File: src/design/bgd_pkg.sv
// Shared types, register indexes and helpers for the button gesture detector.
package bgd_pkg;

    localparam int unsigned TIME_W    = 32;
    localparam int unsigned MS_W      = 16;
    localparam int unsigned PHASE_W   = 4;
    localparam int unsigned EVSEL_W   = 3;
    localparam int unsigned CFG_IDX_W = 3;
    localparam int unsigned IN_TDATA_W  = 40;
    localparam int unsigned OUT_TDATA_W = 8;

    typedef enum logic [PHASE_W-1:0] {
        PH_OPEN     = 4'd0,
        PH_DEBOUNCE = 4'd1,
        PH_PRESS    = 4'd2,
        PH_CLICK    = 4'd3,
        PH_DOUBLE   = 4'd4,
        PH_LONG     = 4'd5,
        PH_STUCK    = 4'd6,
        PH_RELEASE  = 4'd7,
        PH_ACTION   = 4'd8
    } phase_t;

    typedef enum logic [EVSEL_W-1:0] {
        EVT_PRESS   = 3'd0,
        EVT_LONG    = 3'd1,
        EVT_CLICK   = 3'd2,
        EVT_DOUBLE  = 3'd3,
        EVT_RELEASE = 3'd4,
        EVT_NONE    = 3'd5
    } event_t;

    typedef enum logic [CFG_IDX_W-1:0] {
        REG_ACTIVE_LEVEL = 3'd0,
        REG_EVENT_SELECT = 3'd1,
        REG_DEBOUNCE_MS  = 3'd2,
        REG_LONG_PRESS   = 3'd3,
        REG_DOUBLE_CLICK = 3'd4,
        REG_RELEASE_MS   = 3'd5
    } reg_index_t;

    localparam logic [EVSEL_W-1:0] EVENT_SELECT_RST = EVT_CLICK;
    localparam logic [MS_W-1:0]    DEBOUNCE_RST     = 16'd50;
    localparam logic [MS_W-1:0]    LONG_PRESS_RST   = 16'd1000;
    localparam logic [MS_W-1:0]    DOUBLE_CLICK_RST = 16'd300;
    localparam logic [MS_W-1:0]    RELEASE_RST      = 16'd50;

    typedef struct packed {
        logic              active_level;
        logic [EVSEL_W-1:0] event_select;
        logic [MS_W-1:0]   debounce_ms;
        logic [MS_W-1:0]   long_press_ms;
        logic [MS_W-1:0]   double_click_ms;
        logic [MS_W-1:0]   release_ms;
    } cfg_t;

    // true when the selected event stands for this phase
    function automatic logic event_hits(input logic [EVSEL_W-1:0] evsel, input phase_t ph);
        logic hit;
        begin
            case (ph)
                PH_PRESS:   hit = (evsel == EVT_PRESS);
                PH_LONG:    hit = (evsel == EVT_LONG);
                PH_CLICK:   hit = (evsel == EVT_CLICK);
                PH_DOUBLE:  hit = (evsel == EVT_DOUBLE);
                PH_RELEASE: hit = (evsel == EVT_RELEASE);
                default:    hit = 1'b0;
            endcase
            return hit;
        end
    endfunction

endpackage

File: src/design/bgd_fsm.sv
// Gesture state machine: phase, previous phase and time mark, one step per poll.
module bgd_fsm
    import bgd_pkg::*;
(
    input  logic              clk,
    input  logic              rst_n,
    input  logic              advance,
    input  logic              pin_level,
    input  logic [TIME_W-1:0] now_ms,
    input  cfg_t              cfg,
    output logic              fire,
    output phase_t            phase_next
);

    phase_t            phase_reg;
    phase_t            prev_reg;
    logic [TIME_W-1:0] mark_reg;

    logic              on;
    logic [TIME_W-1:0] elapsed;
    logic              ge_debounce;
    logic              ge_long;
    logic              ge_double;
    logic              gt_release;

    assign on          = (pin_level == cfg.active_level);
    assign elapsed     = now_ms - mark_reg;
    assign ge_debounce = (elapsed >= {16'd0, cfg.debounce_ms});
    assign ge_long     = (elapsed >= {16'd0, cfg.long_press_ms});
    assign ge_double   = (elapsed >= {16'd0, cfg.double_click_ms});
    assign gt_release  = (elapsed >  {16'd0, cfg.release_ms});

    // next state
    always_comb
    begin
        phase_next = phase_reg;
        case (phase_reg)
            PH_OPEN:
            begin
                if (on)
                    phase_next = PH_DEBOUNCE;
            end
            PH_DEBOUNCE:
            begin
                if (!on)
                    phase_next = PH_OPEN;
                else if (ge_debounce)
                    phase_next = PH_PRESS;
            end
            PH_PRESS:
            begin
                if (event_hits(cfg.event_select, PH_PRESS))
                    phase_next = PH_ACTION;
                else if (!on)
                    phase_next = PH_CLICK;
                else if (ge_long)
                    phase_next = PH_LONG;
            end
            PH_LONG:
            begin
                if (!on)
                    phase_next = PH_RELEASE;
                else if (event_hits(cfg.event_select, PH_LONG))
                    phase_next = PH_ACTION;
            end
            PH_STUCK:
            begin
                if (!on)
                    phase_next = PH_RELEASE;
            end
            PH_CLICK:
            begin
                if (!on && ge_double)
                    phase_next = PH_ACTION;
                else if (on && !ge_double && ge_debounce)
                    phase_next = PH_DOUBLE;
            end
            PH_DOUBLE, PH_RELEASE:
                phase_next = PH_ACTION;
            PH_ACTION:
            begin
                if (gt_release)
                    phase_next = on ? PH_STUCK : PH_OPEN;
            end
            default:
                phase_next = phase_reg;
        endcase
    end

    // outputs
    always_comb
    begin
        case (phase_reg)
            PH_ACTION: fire = gt_release && event_hits(cfg.event_select, prev_reg);
            default:   fire = 1'b0;
        endcase
    end

    always_ff @(posedge clk or negedge rst_n)
    begin
        if (!rst_n)
        begin
            phase_reg <= PH_OPEN;
            prev_reg  <= PH_OPEN;
            mark_reg  <= '0;
        end
        else if (advance && (phase_next != phase_reg))
        begin
            prev_reg  <= phase_reg;
            phase_reg <= phase_next;
            mark_reg  <= now_ms;
        end
    end

    a_fire_in_action: assert property (@(posedge clk) disable iff (!rst_n)
        fire |-> (phase_reg == PH_ACTION))
        else $error("fire outside take-action phase");

    a_mark_on_move: assert property (@(posedge clk) disable iff (!rst_n)
        (advance && (phase_next != phase_reg)) |=>
            (mark_reg == $past(now_ms)) && (prev_reg == $past(phase_reg)))
        else $error("phase change did not record time and previous phase");

    a_hold_when_idle: assert property (@(posedge clk) disable iff (!rst_n)
        !advance |=> $stable(phase_reg) && $stable(mark_reg))
        else $error("state moved without a poll");

endmodule

File: src/design/button_gesture_detector.sv
// Top level of the button gesture detector: config registers, stream ports, result register.
//
//  channel   | signals                                   | payload
//  ----------+-------------------------------------------+-------------------------------
//  poll in   | s_tvalid s_tready s_tdata[39:0]           | pin_level, now_ms
//  result out| m_tvalid m_tready m_tdata[7:0]            | fire, gesture_state
//  config    | cfg_valid cfg_ready cfg_index cfg_data    | register index, write data
//
//  One poll per cycle while the result register can take one; each result is registered
//  and appears in the cycle after its poll is taken. The single result register sets the
//  rate: a poll is taken whenever it is empty or being drained in the same cycle. Reset
//  returns the phase to open, the time mark to zero and the config registers to their
//  defaults, but not the result data. A stalled output holds its result and stalls the input.
module button_gesture_detector
    import bgd_pkg::*;
(
    input  logic                   clk,
    input  logic                   rst_n,
    input  logic                   s_tvalid,
    output logic                   s_tready,
    input  logic [IN_TDATA_W-1:0]  s_tdata,   // [0] pin_level, [32:1] now_ms, [39:33] zero
    output logic                   m_tvalid,
    input  logic                   m_tready,
    output logic [OUT_TDATA_W-1:0] m_tdata,   // [0] fire, [4:1] gesture_state, [7:5] zero
    input  logic                   cfg_valid,
    output logic                   cfg_ready,
    input  logic [CFG_IDX_W-1:0]   cfg_index,
    input  logic [MS_W-1:0]        cfg_data
);

    cfg_t   cfg_reg;
    logic   out_valid_reg;
    logic   out_fire_reg;
    phase_t out_phase_reg;

    logic   accept;
    logic   fire;
    phase_t phase_next;

    assign cfg_ready = 1'b1;
    assign s_tready  = !out_valid_reg || m_tready;
    assign accept    = s_tvalid && s_tready;

    always_ff @(posedge clk or negedge rst_n)
    begin
        if (!rst_n)
        begin
            cfg_reg.active_level    <= 1'b0;
            cfg_reg.event_select    <= EVENT_SELECT_RST;
            cfg_reg.debounce_ms     <= DEBOUNCE_RST;
            cfg_reg.long_press_ms   <= LONG_PRESS_RST;
            cfg_reg.double_click_ms <= DOUBLE_CLICK_RST;
            cfg_reg.release_ms      <= RELEASE_RST;
        end
        else if (cfg_valid)
        begin
            case (cfg_index)
                REG_ACTIVE_LEVEL: cfg_reg.active_level    <= cfg_data[0];
                REG_EVENT_SELECT: cfg_reg.event_select    <= cfg_data[EVSEL_W-1:0];
                REG_DEBOUNCE_MS:  cfg_reg.debounce_ms     <= cfg_data;
                REG_LONG_PRESS:   cfg_reg.long_press_ms   <= cfg_data;
                REG_DOUBLE_CLICK: cfg_reg.double_click_ms <= cfg_data;
                REG_RELEASE_MS:   cfg_reg.release_ms      <= cfg_data;
                default:          ;
            endcase
        end
    end

    bgd_fsm u_fsm (
        .clk        (clk),
        .rst_n      (rst_n),
        .advance    (accept),
        .pin_level  (s_tdata[0]),
        .now_ms     (s_tdata[TIME_W:1]),
        .cfg        (cfg_reg),
        .fire       (fire),
        .phase_next (phase_next)
    );

    always_ff @(posedge clk or negedge rst_n)
    begin
        if (!rst_n)
            out_valid_reg <= 1'b0;
        else if (accept)
            out_valid_reg <= 1'b1;
        else if (m_tready)
            out_valid_reg <= 1'b0;
    end

    always_ff @(posedge clk)
    begin
        if (accept)
        begin
            out_fire_reg  <= fire;
            out_phase_reg <= phase_next;
        end
    end

    assign m_tvalid = out_valid_reg;
    assign m_tdata  = {3'b000, out_phase_reg, out_fire_reg};

    a_accept_gives_result: assert property (@(posedge clk) disable iff (!rst_n)
        accept |=> m_tvalid)
        else $error("accepted poll produced no result");

    a_fire_leaves_action: assert property (@(posedge clk) disable iff (!rst_n)
        (m_tvalid && out_fire_reg) |->
            (out_phase_reg == PH_STUCK || out_phase_reg == PH_OPEN))
        else $error("fire result without leaving take-action phase");

    a_no_overwrite: assert property (@(posedge clk) disable iff (!rst_n)
        (m_tvalid && !m_tready) |-> !accept)
        else $error("pending result overwritten");

endmodule

File: config.mk
export PLATFORM = sky130hd
export DESIGN_NAME = button_gesture_detector
export DESIGN_NICKNAME = d
export VERILOG_FILES = /design/src/design/bgd_pkg.sv /design/src/design/bgd_fsm.sv /design/src/design/button_gesture_detector.sv
export SDC_FILE = /design/constraint.sdc
export NUM_CORES = 1
export LEC_CHECK = 0
export BUFFER_PORTS_ARGS = -buffer_cell sky130_fd_sc_hd__buf_2
export CAP_MARGIN = 25
export CORE_MARGIN = 2
export CORE_UTILIZATION = 40
export CTS_CLUSTER_SIZE = 10
export DETAILED_ROUTE_END_ITERATION = 12
export SLEW_MARGIN = 25
export SYNTH_ARGS = -nofsm -noshare
export SYNTH_HDL_FRONTEND = slang
export SYNTH_HIERARCHICAL = 1
export SYNTH_SLANG_ARGS = --single-unit
File: constraint.sdc
create_clock -name clk -period 13.7 [get_ports clk]
set_clock_uncertainty 0.05 [all_clocks]
set_input_delay 0 -clock clk [delete_from_list [all_inputs] [get_ports clk]]
set_output_delay 0 -clock clk [all_outputs]
set_load 0.05 [all_outputs]
# Word-level counts from Yosys, hierarchy flattened
# Index checks and enable logic that the tools add are counted.
totals:
  rom_bits: 0
  latchBits: 0
  ram_bits: 0
  output_inout_bits: 11
  n_memories: 0
  register_bits: 114
  input_bits: 64
  elab_cells: 83
classes:
  reduce_logical: 21
  bitwise_logic: 0
  mux: 21
  n_lt_le_gt_ge: 4
  div_mod_pow: 0
  n_eq_ne: 24
  n_addsub: 1
  n_shift: 0
  multipliers: 0
op_table:
  columns: ["cell", "n"]
  rows:
  - ["32-bit by 16-bit greater-or-equal comparator with 1-bit output", 3]
  - ["4-bit 2-to-1 mux", 12]
  - ["32-bit by 16-bit > comparator with 1-bit output", 1]
  - ["4-bit one-hot mux with 8 select lines", 1]
  - ["32-bit subtractor", 1]
  - ["4-bit by 3-bit == test with 1-bit output (second input constant)", 7]
  - ["4-bit by 2-bit == test with 1-bit output (second input constant)", 4]
  - ["3-bit by 2-bit == test with 1-bit output (second input constant)", 4]
  - ["2-bit AND reduction", 6]
  - ["3-bit == test (second input constant)", 3]
  - ["3-bit by 1-bit == test with 1-bit output (second input constant)", 2]
  - ["1-bit logical AND", 6]
  - ["3-bit zero test", 2]
  - ["1-bit 2-to-1 mux", 6]
  - ["1-bit one-hot mux with 5 select lines", 1]
  - ["4-bit by 1-bit == test with 1-bit output (second input constant)", 1]
  - ["4-bit == test (second input constant)", 1]
  - ["4-bit zero test", 1]
  - ["4-bit != test", 1]
  - ["1-bit zero test", 3]
  - ["3-bit 2-to-1 mux", 1]
  - ["2-bit nonzero test", 1]
  - ["2-bit OR reduction", 1]
  - ["1-bit == test", 1]
  - ["1-bit logical OR", 1]

# Depth between registers and ports, before layout
# Gate-level depths: netlist (run 1).
depth:
  ltp_word: 10
  ltp_mapped: 23
  ltp_nobuf: 21

# Modules after synthesis
# The synthesis (run 1) kept the hierarchy.
by_module_without_submodules:
  columns: ["module", "area_each_um2", "seq_area_each_um2", "n_inst", "cells_each"]
  rows:
  - ["bgd_fsm", 5944.5, 1001.0, 1, 741]
  - ["button_gesture_detector", 2964.1, 1898.1, 1, 164]

# Worst setup path before layout (run 1)
# OpenSTA, ideal clock, no wires.
synth_path:
  path_kind: "register to register"
  start: "register u_fsm.mark_reg[0]"
  end: "register u_fsm.mark_reg[17]"
  path_stages_with_launch: 19
  required_ps: 13523
  setup_ps: 127
  path_buffers: 2
  synth_period_minus_slack_ps: 4570
  slack_ps: 9130
  arrival_ps: 4392
  cell_sequence: "dfrtp_1 > ha_1 > fa_1 > nand2b_1 > a21oi_1 > o21ai_1 > nand2_1 > xor2_1 > ha_1 > a2111o_1 > o22ai_1 > o21ba_2 > nor3_2 > mux2_2 > nor4b_2 > o31ai_4 > buf_6 > buf_6 > mux2_1"
synth_via:
  elab_chain_cells: 10
  word_cells_on_any_way: 20
  cone_classes: "1 x add/sub; 4 x order compare; 1 x eq/ne; 9 x mux; 5 x reduce/logical"
synth_lines:
  columns: ["item", "line", "text"]
  rows:
  - ["from (decl)", "bgd_fsm.sv:17", "logic [TIME_W-1:0] mark_reg;"]
  - ["from (signal assigned)", "bgd_fsm.sv:111", "mark_reg <= now_ms;"]
  - ["32-bit subtractor (*)", "bgd_fsm.sv:27", "assign elapsed = now_ms - mark_reg;"]
  - ["32-bit by 16-bit greater-or-equal comparator with 1-bit output", "bgd_fsm.sv:30", "assign ge_double = (elapsed >= {16'd0, cfg.double_click_ms});"]
  - ["1-bit zero test", "bgd_fsm.sv:75", "else if (on && !ge_double && ge_debounce)"]
  - ["1-bit logical AND (2 in a row)", "bgd_fsm.sv:75", null]
  - ["4-bit 2-to-1 mux", "bgd_fsm.sv:75", null]
  - ["4-bit 2-to-1 mux", "bgd_fsm.sv:73", "if (!on && ge_double)"]
  - ["4-bit one-hot mux with 8 select lines (*)", "bgd_fsm.sv:37", "case (phase_reg)"]
  - ["4-bit != test (*)", "bgd_fsm.sv:107", "else if (advance && (phase_next != phase_reg))"]
  - ["1-bit logical AND (*)", "bgd_fsm.sv:107", null]
# Every way passes the cells marked *; elsewhere a longest branch is shown, timed or not.
# A chain may end at the register's enable or synchronous reset.

# Worst setup path after layout (run 1)
layout_path:
  start: "register u_fsm.mark_reg[1]"
  end: "register u_fsm.mark_reg[20]"
# The elaborated chain is that of the path after synthesis.

==> results of run 1 <==
## area by class of cell
type,instances,area [um^2],share of cell area [%]
tap,280,350.3,3.342
multi-input combinational,656,5375,51.27
clock buffer,22,485.5,4.631
timing repair buffer,117,857.1,8.175
inverter,105,394.1,3.759
sequential,114,2899,27.65
clock inverter,10,122.6,1.170
## how the worst max path moves through the flow
stage / start / end / slack, ns
4_1_cts: u_fsm/mark_reg[1]$_DFFE_PN0P_ / u_fsm/mark_reg[24]$_DFFE_PN0P_ / 7.77
6_report: u_fsm/mark_reg[1]$_DFFE_PN0P_ / u_fsm/mark_reg[20]$_DFFE_PN0P_ / 7.83
3_3_place_gp: u_fsm/mark_reg[1]$_DFFE_PN0P_ / u_fsm/mark_reg[16]$_DFFE_PN0P_ / 7.85
5_1_grt: u_fsm/mark_reg[1]$_DFFE_PN0P_ / u_fsm/mark_reg[23]$_DFFE_PN0P_ / 7.43
3_5_place_dp: u_fsm/mark_reg[1]$_DFFE_PN0P_ / u_fsm/mark_reg[24]$_DFFE_PN0P_ / 7.80
2_1_floorplan: u_fsm/mark_reg[0]$_DFFE_PN0P_ / u_fsm/mark_reg[17]$_DFFE_PN0P_ / 9.13
## power groups by stage
stage          Combinational [mW]  Sequential [mW]  Clock, mW
5_1_grt                      1.82            0.556      0.486
6_report                     1.63            0.540      0.459
3_3_place_gp                 1.57            0.540          0
4_1_cts                      1.62            0.539      0.468
2_1_floorplan                1.23            0.528          0
3_5_place_dp                 1.60            0.543          0
## layout by cell type, fill, tap and decap left out, drive strengths merged, types with 14 or more instances in the layout
cell type,n
inv,107
mux2,107
ha,95
dfrtp,92
buf,65
a21oi,63
dlygate4sd3,52
nand2,45
nor2,45
o21ai,42
a21o,24
clkbuf,22
nor3,19
dfstp,17
nand4,17
nand3,16
xnor2,14
## cells by family after synthesis
group | count (synthesis) | share of synthesized area, %
AO/OA/AOI/OAI | 219 | 16.99
AND/OR/NAND/NOR | 199 | 12.05
buffers and inverters | 137 | 7.205
multiplexers | 114 | 15.20
flip-flops | 114 | 32.54
adder cells (fa/ha/maj) | 96 | 13.57
XOR/XNOR | 24 | 2.360
other | 2 | 0.08430
## worst max-delay path, delay by kind of cell, from the launching register on
family          cells  cell delay [ns]
flops               1             0.36
xor+xnor            1             0.59
mux                 1             0.38
buf+inv             2             0.56
fa+ha+maj           2             0.64
simple gates        4             0.63
compound gates     10             2.50
## routing by layer
metal,GRT usage (%),vias to the layer above,share of wire [%],routed length [um]
met4,4.409,0,0.75,161
met1,26.85,3374,51,10980
met5,0,-,0,0
li1,-,3505,-,-
met2,29.10,136,45,9562
met3,3.204,13,3.3,705
## timing repair
item                      4_1_cts  5_1_grt
gates resized for setup         0        0
hold buffers                   52        0
hold endpoints to repair      133        0
## stage by stage
stage,hold slack [ns],utilization (%),setup WS [ns],cells,area (um^2)
finish,0.004635,48.04,7.833,1304,10480
global route,0.01527,48.04,7.429,1304,10480
CTS,0.003473,48.02,7.771,1304,10480
detailed placement,-0.07026,42.85,7.796,1220,9351
global placement,-0.07963,42.85,7.847,1220,9351
floorplan,-0.3456,-,9.130,907,8916
==> results.sh, run 1 <==
export IMPL_die_area_um2=23480
export IMPL_hold_path_end="cfg_reg[67]$_DFFE_PN0P_"
export IMPL_ant_nets=0
export IMPL_worstSetupPathType="register to register"
export IMPL_clkLatencyLatePin_ns=0.42
export IMPL_ys_seq_area_share_pct=32.54
export IMPL_grt_pass1_vias=6799
export IMPL_path_clk_slew_ns=0.06
export IMPL_synthMostInstantiatedCell="inv_1"
export IMPL_endpoint_kind="register"
export IMPL_p_comb_share_pct=62.1
export IMPL_vias=7028
export IMPL_fin_nets=1171
export IMPL_drive_above_1_share_pct=19.82
export IMPL_grt_usage_pct=18.60
export IMPL_slowest_stage="xnor2_1"
export IMPL_internal_power_mw=1.423
export IMPL_cp_required_ns=13.94
export IMPL_hp_class="input pin to register"
export IMPL_wl_per_cell_um=16.42
export IMPL_timing_final_crit_share_pct=42.82
export IMPL_r2r_cells=20
export IMPL_cp_arrival_ns=6.11
export IMPL_worst_pin_slew_ns=0.7257
export IMPL_max_freq_ghz=0.1704
export IMPL_io_pins=75
export IMPL_grt_antenna_before_repair=0
export IMPL_nFillCells=2027
export IMPL_grt_pass1_wl_um=35470
export IMPL_synth_warnings=6
export IMPL_netSwitchingPower_mw=1.208
export IMPL_dr_first_iter_drc_count=436
export IMPL_postCtsSetupRepairBufs=0
export IMPL_start_util_pct=40.82
export IMPL_synth_top_cell_area_share_pct=25.84
export IMPL_run_status="completed"
export IMPL_hpwl_um=15890
export IMPL_synthesis_instances=905
export IMPL_ys_seq_elements=114
export IMPL_finalCriticalPeriod_ns=5.867
export IMPL_ctsLongestPathBuffers=2
export IMPL_grt_max_degree=78
export IMPL_ys_top_cells_by_count="inv_1 (105), ha_1 (95), dfrtp_1 (92)"
export IMPL_slew_viol_final=0
export IMPL_crit_path_start_kind="register"
export IMPL_port_buffers=63
export IMPL_std_cell_rows=54
export IMPL_largest_reg_flops=68
export IMPL_antenna_cells=0
export IMPL_yosysTopAreaCell="dfrtp_1"
export IMPL_p_total_mw=2.632
export IMPL_setup_tns_final_ns=0
export IMPL_h_tree_depth=4
export IMPL_cts_sinks=114
export IMPL_min_from="cfg_index[1]"
export IMPL_reg2reg_from="u_fsm/mark_reg[1]$_DFFE_PN0P_"
export IMPL_avgSynthCellArea_um2=9.844
export IMPL_synth_area_top_cells="dfrtp_1 (26%), ha_1 (13%), mux2_2 (6.2%), dfstp_2 (5.0%), mux2_1 (4.7%)"
export IMPL_finalSetupViolCount=0
export IMPL_grt_overflow_total=0
export IMPL_relSlewSlack_pct=51.27
export IMPL_switching_share_pct=45.92
export IMPL_power_density_nw_per_um2=251.0
export IMPL_yosysUniqueCellTypes=79
export IMPL_dieHeight_um=153.2
export IMPL_firstDrtPassIters=8
export IMPL_cp_max_fo=35
export IMPL_drc=0
export IMPL_clkPwrFrac_pct=17.4
export IMPL_fp_dieW_um=153.2
export IMPL_tritoncts="built"
export IMPL_drv_cap=0
export IMPL_reg2reg_to="u_fsm/mark_reg[20]$_DFFE_PN0P_"
export IMPL_min_path_cells=3
export IMPL_cts_root_buf="clkbuf_16"
export IMPL_vdd_drop_max_mv=0.09470
export IMPL_rsz0062_at_grt="no"
export IMPL_hold_violations=0
export IMPL_core_area_um2=21820
export IMPL_drt_wl_total_um=21410
export IMPL_syn_cell_area_um2=8909
export IMPL_seqPwrFrac_pct=20.5
export IMPL_synth_edf_count=5
export IMPL_r2r_slack_ns=7.83
export IMPL_crit_chain="inv_1 -> ha_1 -> nor2b_1 -> o2111ai_1 -> a211oi_1 -> nor2_1 -> xnor2_1 -> ha_1 -> a21o_1 -> a21o_1 -> a21oi_1 -> o21ai_0 -> a21oi_1 -> o211a_1 -> nand4b_1 -> nand3_1 -> o211ai_4 -> o31ai_4 -> buf_4 -> mux2_1"
export IMPL_cts_made_buffers=17
export IMPL_synthFlopType="dfrtp_1"
export IMPL_via_per_inst=5.390
export IMPL_synthArstFlopShare_pct=95.61
export IMPL_gp_congestion=0.8802
export IMPL_total_leakage_power_nw=4.817
export IMPL_syn_to_final_growth_pct=17.68
export IMPL_max_stage_delay_ns=0.59
Power figures use the tool's default switching activity.
==> inputs of run 2 (changes only) <==
--- a/config.mk
+++ b/config.mk
@@ -5,6 +5,7 @@
 export SDC_FILE = /design/constraint.sdc
 export NUM_CORES = 1
 export LEC_CHECK = 0
+export ABC_AREA = 1
 export BUFFER_PORTS_ARGS = -buffer_cell sky130_fd_sc_hd__buf_2
 export CAP_MARGIN = 25
 export CORE_MARGIN = 2
==> constraint.sdc (replaced) <==
create_clock -name clk -period 5.6 [get_ports clk]
set_clock_uncertainty 0.05 [all_clocks]
set_input_delay 0 -clock clk [delete_from_list [all_inputs] [get_ports clk]]
set_output_delay 0 -clock clk [all_outputs]
set_load 0.05 [all_outputs]
==> run 2 against run 1 <==
Sequential power is 130% higher; utilization is 0.64 points higher; count of clock-buffer cells in the layout is 5 lower; largest cell class unchanged; highest routed layer unchanged.
==> results.sh, run 2 <==
export IMPL_place_area_um2=10210
export IMPL_synthFlopType="dfrtp_1"
export IMPL_hpwl_um=19470
export IMPL_crit_path_start_kind="register"
export IMPL_port_buffers=63
export IMPL_reg2reg_from="u_fsm/mark_reg[0]$_DFFE_PN0P_"
export IMPL_setup_tns_final_ns=0
export IMPL_relSlewSlack_pct=47.21
export IMPL_wl_per_cell_um=13.38
export IMPL_synth_top_cell_area_share_pct=24.48
export IMPL_ys_seq_elements=114
export IMPL_fp_dieW_um=159.3
export IMPL_gp_congestion=0.9075
export IMPL_synthMostInstantiatedCell="nand2_1"
export IMPL_path_clk_slew_ns=0.06
export IMPL_run_status="completed"
export IMPL_timing_final_crit_share_pct=87.74
export IMPL_cts_made_buffers=17
export IMPL_cp_arrival_ns=5.22
export IMPL_max_freq_ghz=0.2035
export IMPL_grt_max_degree=61
export IMPL_r2r_cells=25
export IMPL_syn_to_final_growth_pct=18.81
export IMPL_synth_edf_count=5
export IMPL_vias=9322
export IMPL_io_pins=75
export IMPL_synth_warnings=6
export IMPL_drive_above_1_share_pct=9.074
export IMPL_ant_nets=0
export IMPL_multi_input_area_um2=5480
export IMPL_power_density_nw_per_um2=577.8
export IMPL_grt_pass1_vias=8801
export IMPL_synthArstFlopShare_pct=95.61
export IMPL_total_leakage_power_nw=6.691
export IMPL_finalNonFillerCells=1972
export IMPL_cts_sinks=114
export IMPL_endpoint_kind="register"
export IMPL_fin_nets=1800
export IMPL_via_per_inst=4.727
export IMPL_drt_wl_total_um=26390
export IMPL_dr_first_iter_drc_count=749
export IMPL_largest_reg_flops=68
export IMPL_grt_usage_pct=21.69
export IMPL_die_area_um2=25370
export IMPL_r2r_slack_ns=0.69
export IMPL_ys_seq_area_share_pct=30.06
export IMPL_worst_pin_slew_ns=0.7899
export IMPL_rsz0062_at_grt="no"
export IMPL_cp_max_fo=40
export IMPL_hold_violations=0
export IMPL_cts_root_buf="clkbuf_16"
export IMPL_ff_latch_area_um2=2899
export IMPL_cts_resized=0
export IMPL_avgSynthCellArea_um2=6.337
export IMPL_finalSetupViolCount=0
export IMPL_worstSetupPathType="register to register"
export IMPL_min_path_cells=6
export IMPL_h_tree_depth=4
export IMPL_finalCriticalPeriod_ns=4.914
export IMPL_yosysTopAreaCell="nand2_1"
export IMPL_start_util_pct=40.97
export IMPL_final_cell_mix="nand2_1 (629), inv_1 (284), nand3_1 (132)"
export IMPL_syn_cell_area_um2=9646
export IMPL_final_area_um2=11460
export IMPL_antenna_cells=0
export IMPL_layout_commonest_cell="nand2_1"
export IMPL_synthesis_instances=1522
export IMPL_dieHeight_um=159.3
export IMPL_grt_antenna_before_repair=0
export IMPL_core_area_um2=23540
export IMPL_worst_hold_slack_ns=0.02922
export IMPL_drc=0
export IMPL_std_cell_rows=56
export IMPL_reg2reg_to="u_fsm/phase_reg[0]$_DFFE_PN0P_"
export IMPL_placed_cells=1880
export IMPL_yosysUniqueCellTypes=42
export IMPL_ctsLongestPathBuffers=2
export IMPL_grt_overflow_total=0
export IMPL_hp_class="input pin to register"
export IMPL_firstDrtPassIters=5
export IMPL_p_total_mw=6.622
export IMPL_tritoncts="built"
export IMPL_hold_path_end="cfg_reg[33]$_DFFE_PN0P_"
export IMPL_min_from="cfg_index[2]"
export IMPL_fin_util_pct=48.68
export IMPL_nFillCells=2445
export IMPL_vdd_drop_max_mv=0.3383
export IMPL_worst_slack_ns=0.6864
export IMPL_cp_required_ns=5.91
export IMPL_ys_top_cells_by_count="nand2_1 (629), inv_1 (284), nand3_1 (132)"
export IMPL_clkLatencyLatePin_ns=0.43
export IMPL_pre_cts_ws_ns=0.7751
export IMPL_slew_viol_final=0
export IMPL_synth_area_top_cells="nand2_1 (24%), dfrtp_1 (24%), ha_1 (12%), inv_1 (11%), nand3_1 (6.8%)"
export IMPL_grt_pass1_wl_um=44530
export IMPL_drv_cap=0
## run 2: critical path: stages, from the launching register on
cell and delay (ns):
dfrtp_1 0.39, ha_1 0.22, fa_1 0.42, inv_1 0.12
nand3_1 0.08, nand3_1 0.15, nand3_1 0.11, nand3_2 0.14
xor2_1 0.37, ha_1 0.18, nand4_1 0.14, nor4_1 0.54
inv_1 0.09, nor2_1 0.11, o21ai_0 0.22, nand3_1 0.20
nand2_1 0.07, nand3_1 0.10, inv_1 0.05, nor2_1 0.16
nor2_1 0.07, nor2_1 0.14, nand3_2 0.11, nand2_4 0.39
nand2_1 0.12, nand2_1 0.09
## run 2: worst max path at each step
stage | endpoint | from | slack, ns | cells past startpoint
floorplan | u_fsm/mark_reg[0]$_DFFE_PN0P_ | u_fsm/mark_reg[0]$_DFFE_PN0P_ | 2.02 | 25
global placement | u_fsm/mark_reg[8]$_DFFE_PN0P_ | u_fsm/mark_reg[0]$_DFFE_PN0P_ | 0.85 | 25
detailed placement | u_fsm/mark_reg[21]$_DFFE_PN0P_ | u_fsm/mark_reg[0]$_DFFE_PN0P_ | 0.78 | 25
CTS | u_fsm/phase_reg[0]$_DFFE_PN0P_ | u_fsm/mark_reg[0]$_DFFE_PN0P_ | 0.70 | 25
global route | u_fsm/phase_reg[0]$_DFFE_PN0P_ | u_fsm/mark_reg[10]$_DFFE_PN0P_ | 0.25 | 28
finish | u_fsm/phase_reg[0]$_DFFE_PN0P_ | u_fsm/mark_reg[0]$_DFFE_PN0P_ | 0.69 | 25
## run 2: kinds of logic (layout without fill, tap and decap cells)
family	Yosys count	in the layout	share of synthesized area (%)
simple gates	911	911	38.92
buf+inv	319	448	13.32
flops	114	114	30.06
fa+ha+maj	96	96	12.53
compound gates	64	64	3.645
xor+xnor	16	16	1.453
other cells	2	4	0.07786
## run 2: final cells by class
type                            count  area share [%]
Tap cell                          319           3.483
Clock buffer                       17           3.712
Inverter                          288           9.433
Timing Repair Buffer              128           8.342
Sequential cell                   114           25.30
Clock inverter                     15           1.911
Multi-Input combinational cell   1091           47.82
## run 2: repair_timing
| item | in CTS | in global routing |
|---|---|---|
| setup buffers | 0 | 0 |
| hold endpoints to repair | 150 | 0 |
| hold buffers | 60 | 0 |
## run 2: power breakdown
part	switching, mW	total [mW]	internal (mW)
Combinational	2.75	4.16	1.41
Clock	0.463	1.22	0.760
Sequential	0.148	1.24	1.09
## run 2: per-layer routing
metal / global-route usage (%) / wire [um]
met5: 0 / 0
met1: 30.61 / 13240
met4: 4.339 / 256
met3: 3.464 / 1165
met2: 35.30 / 11730
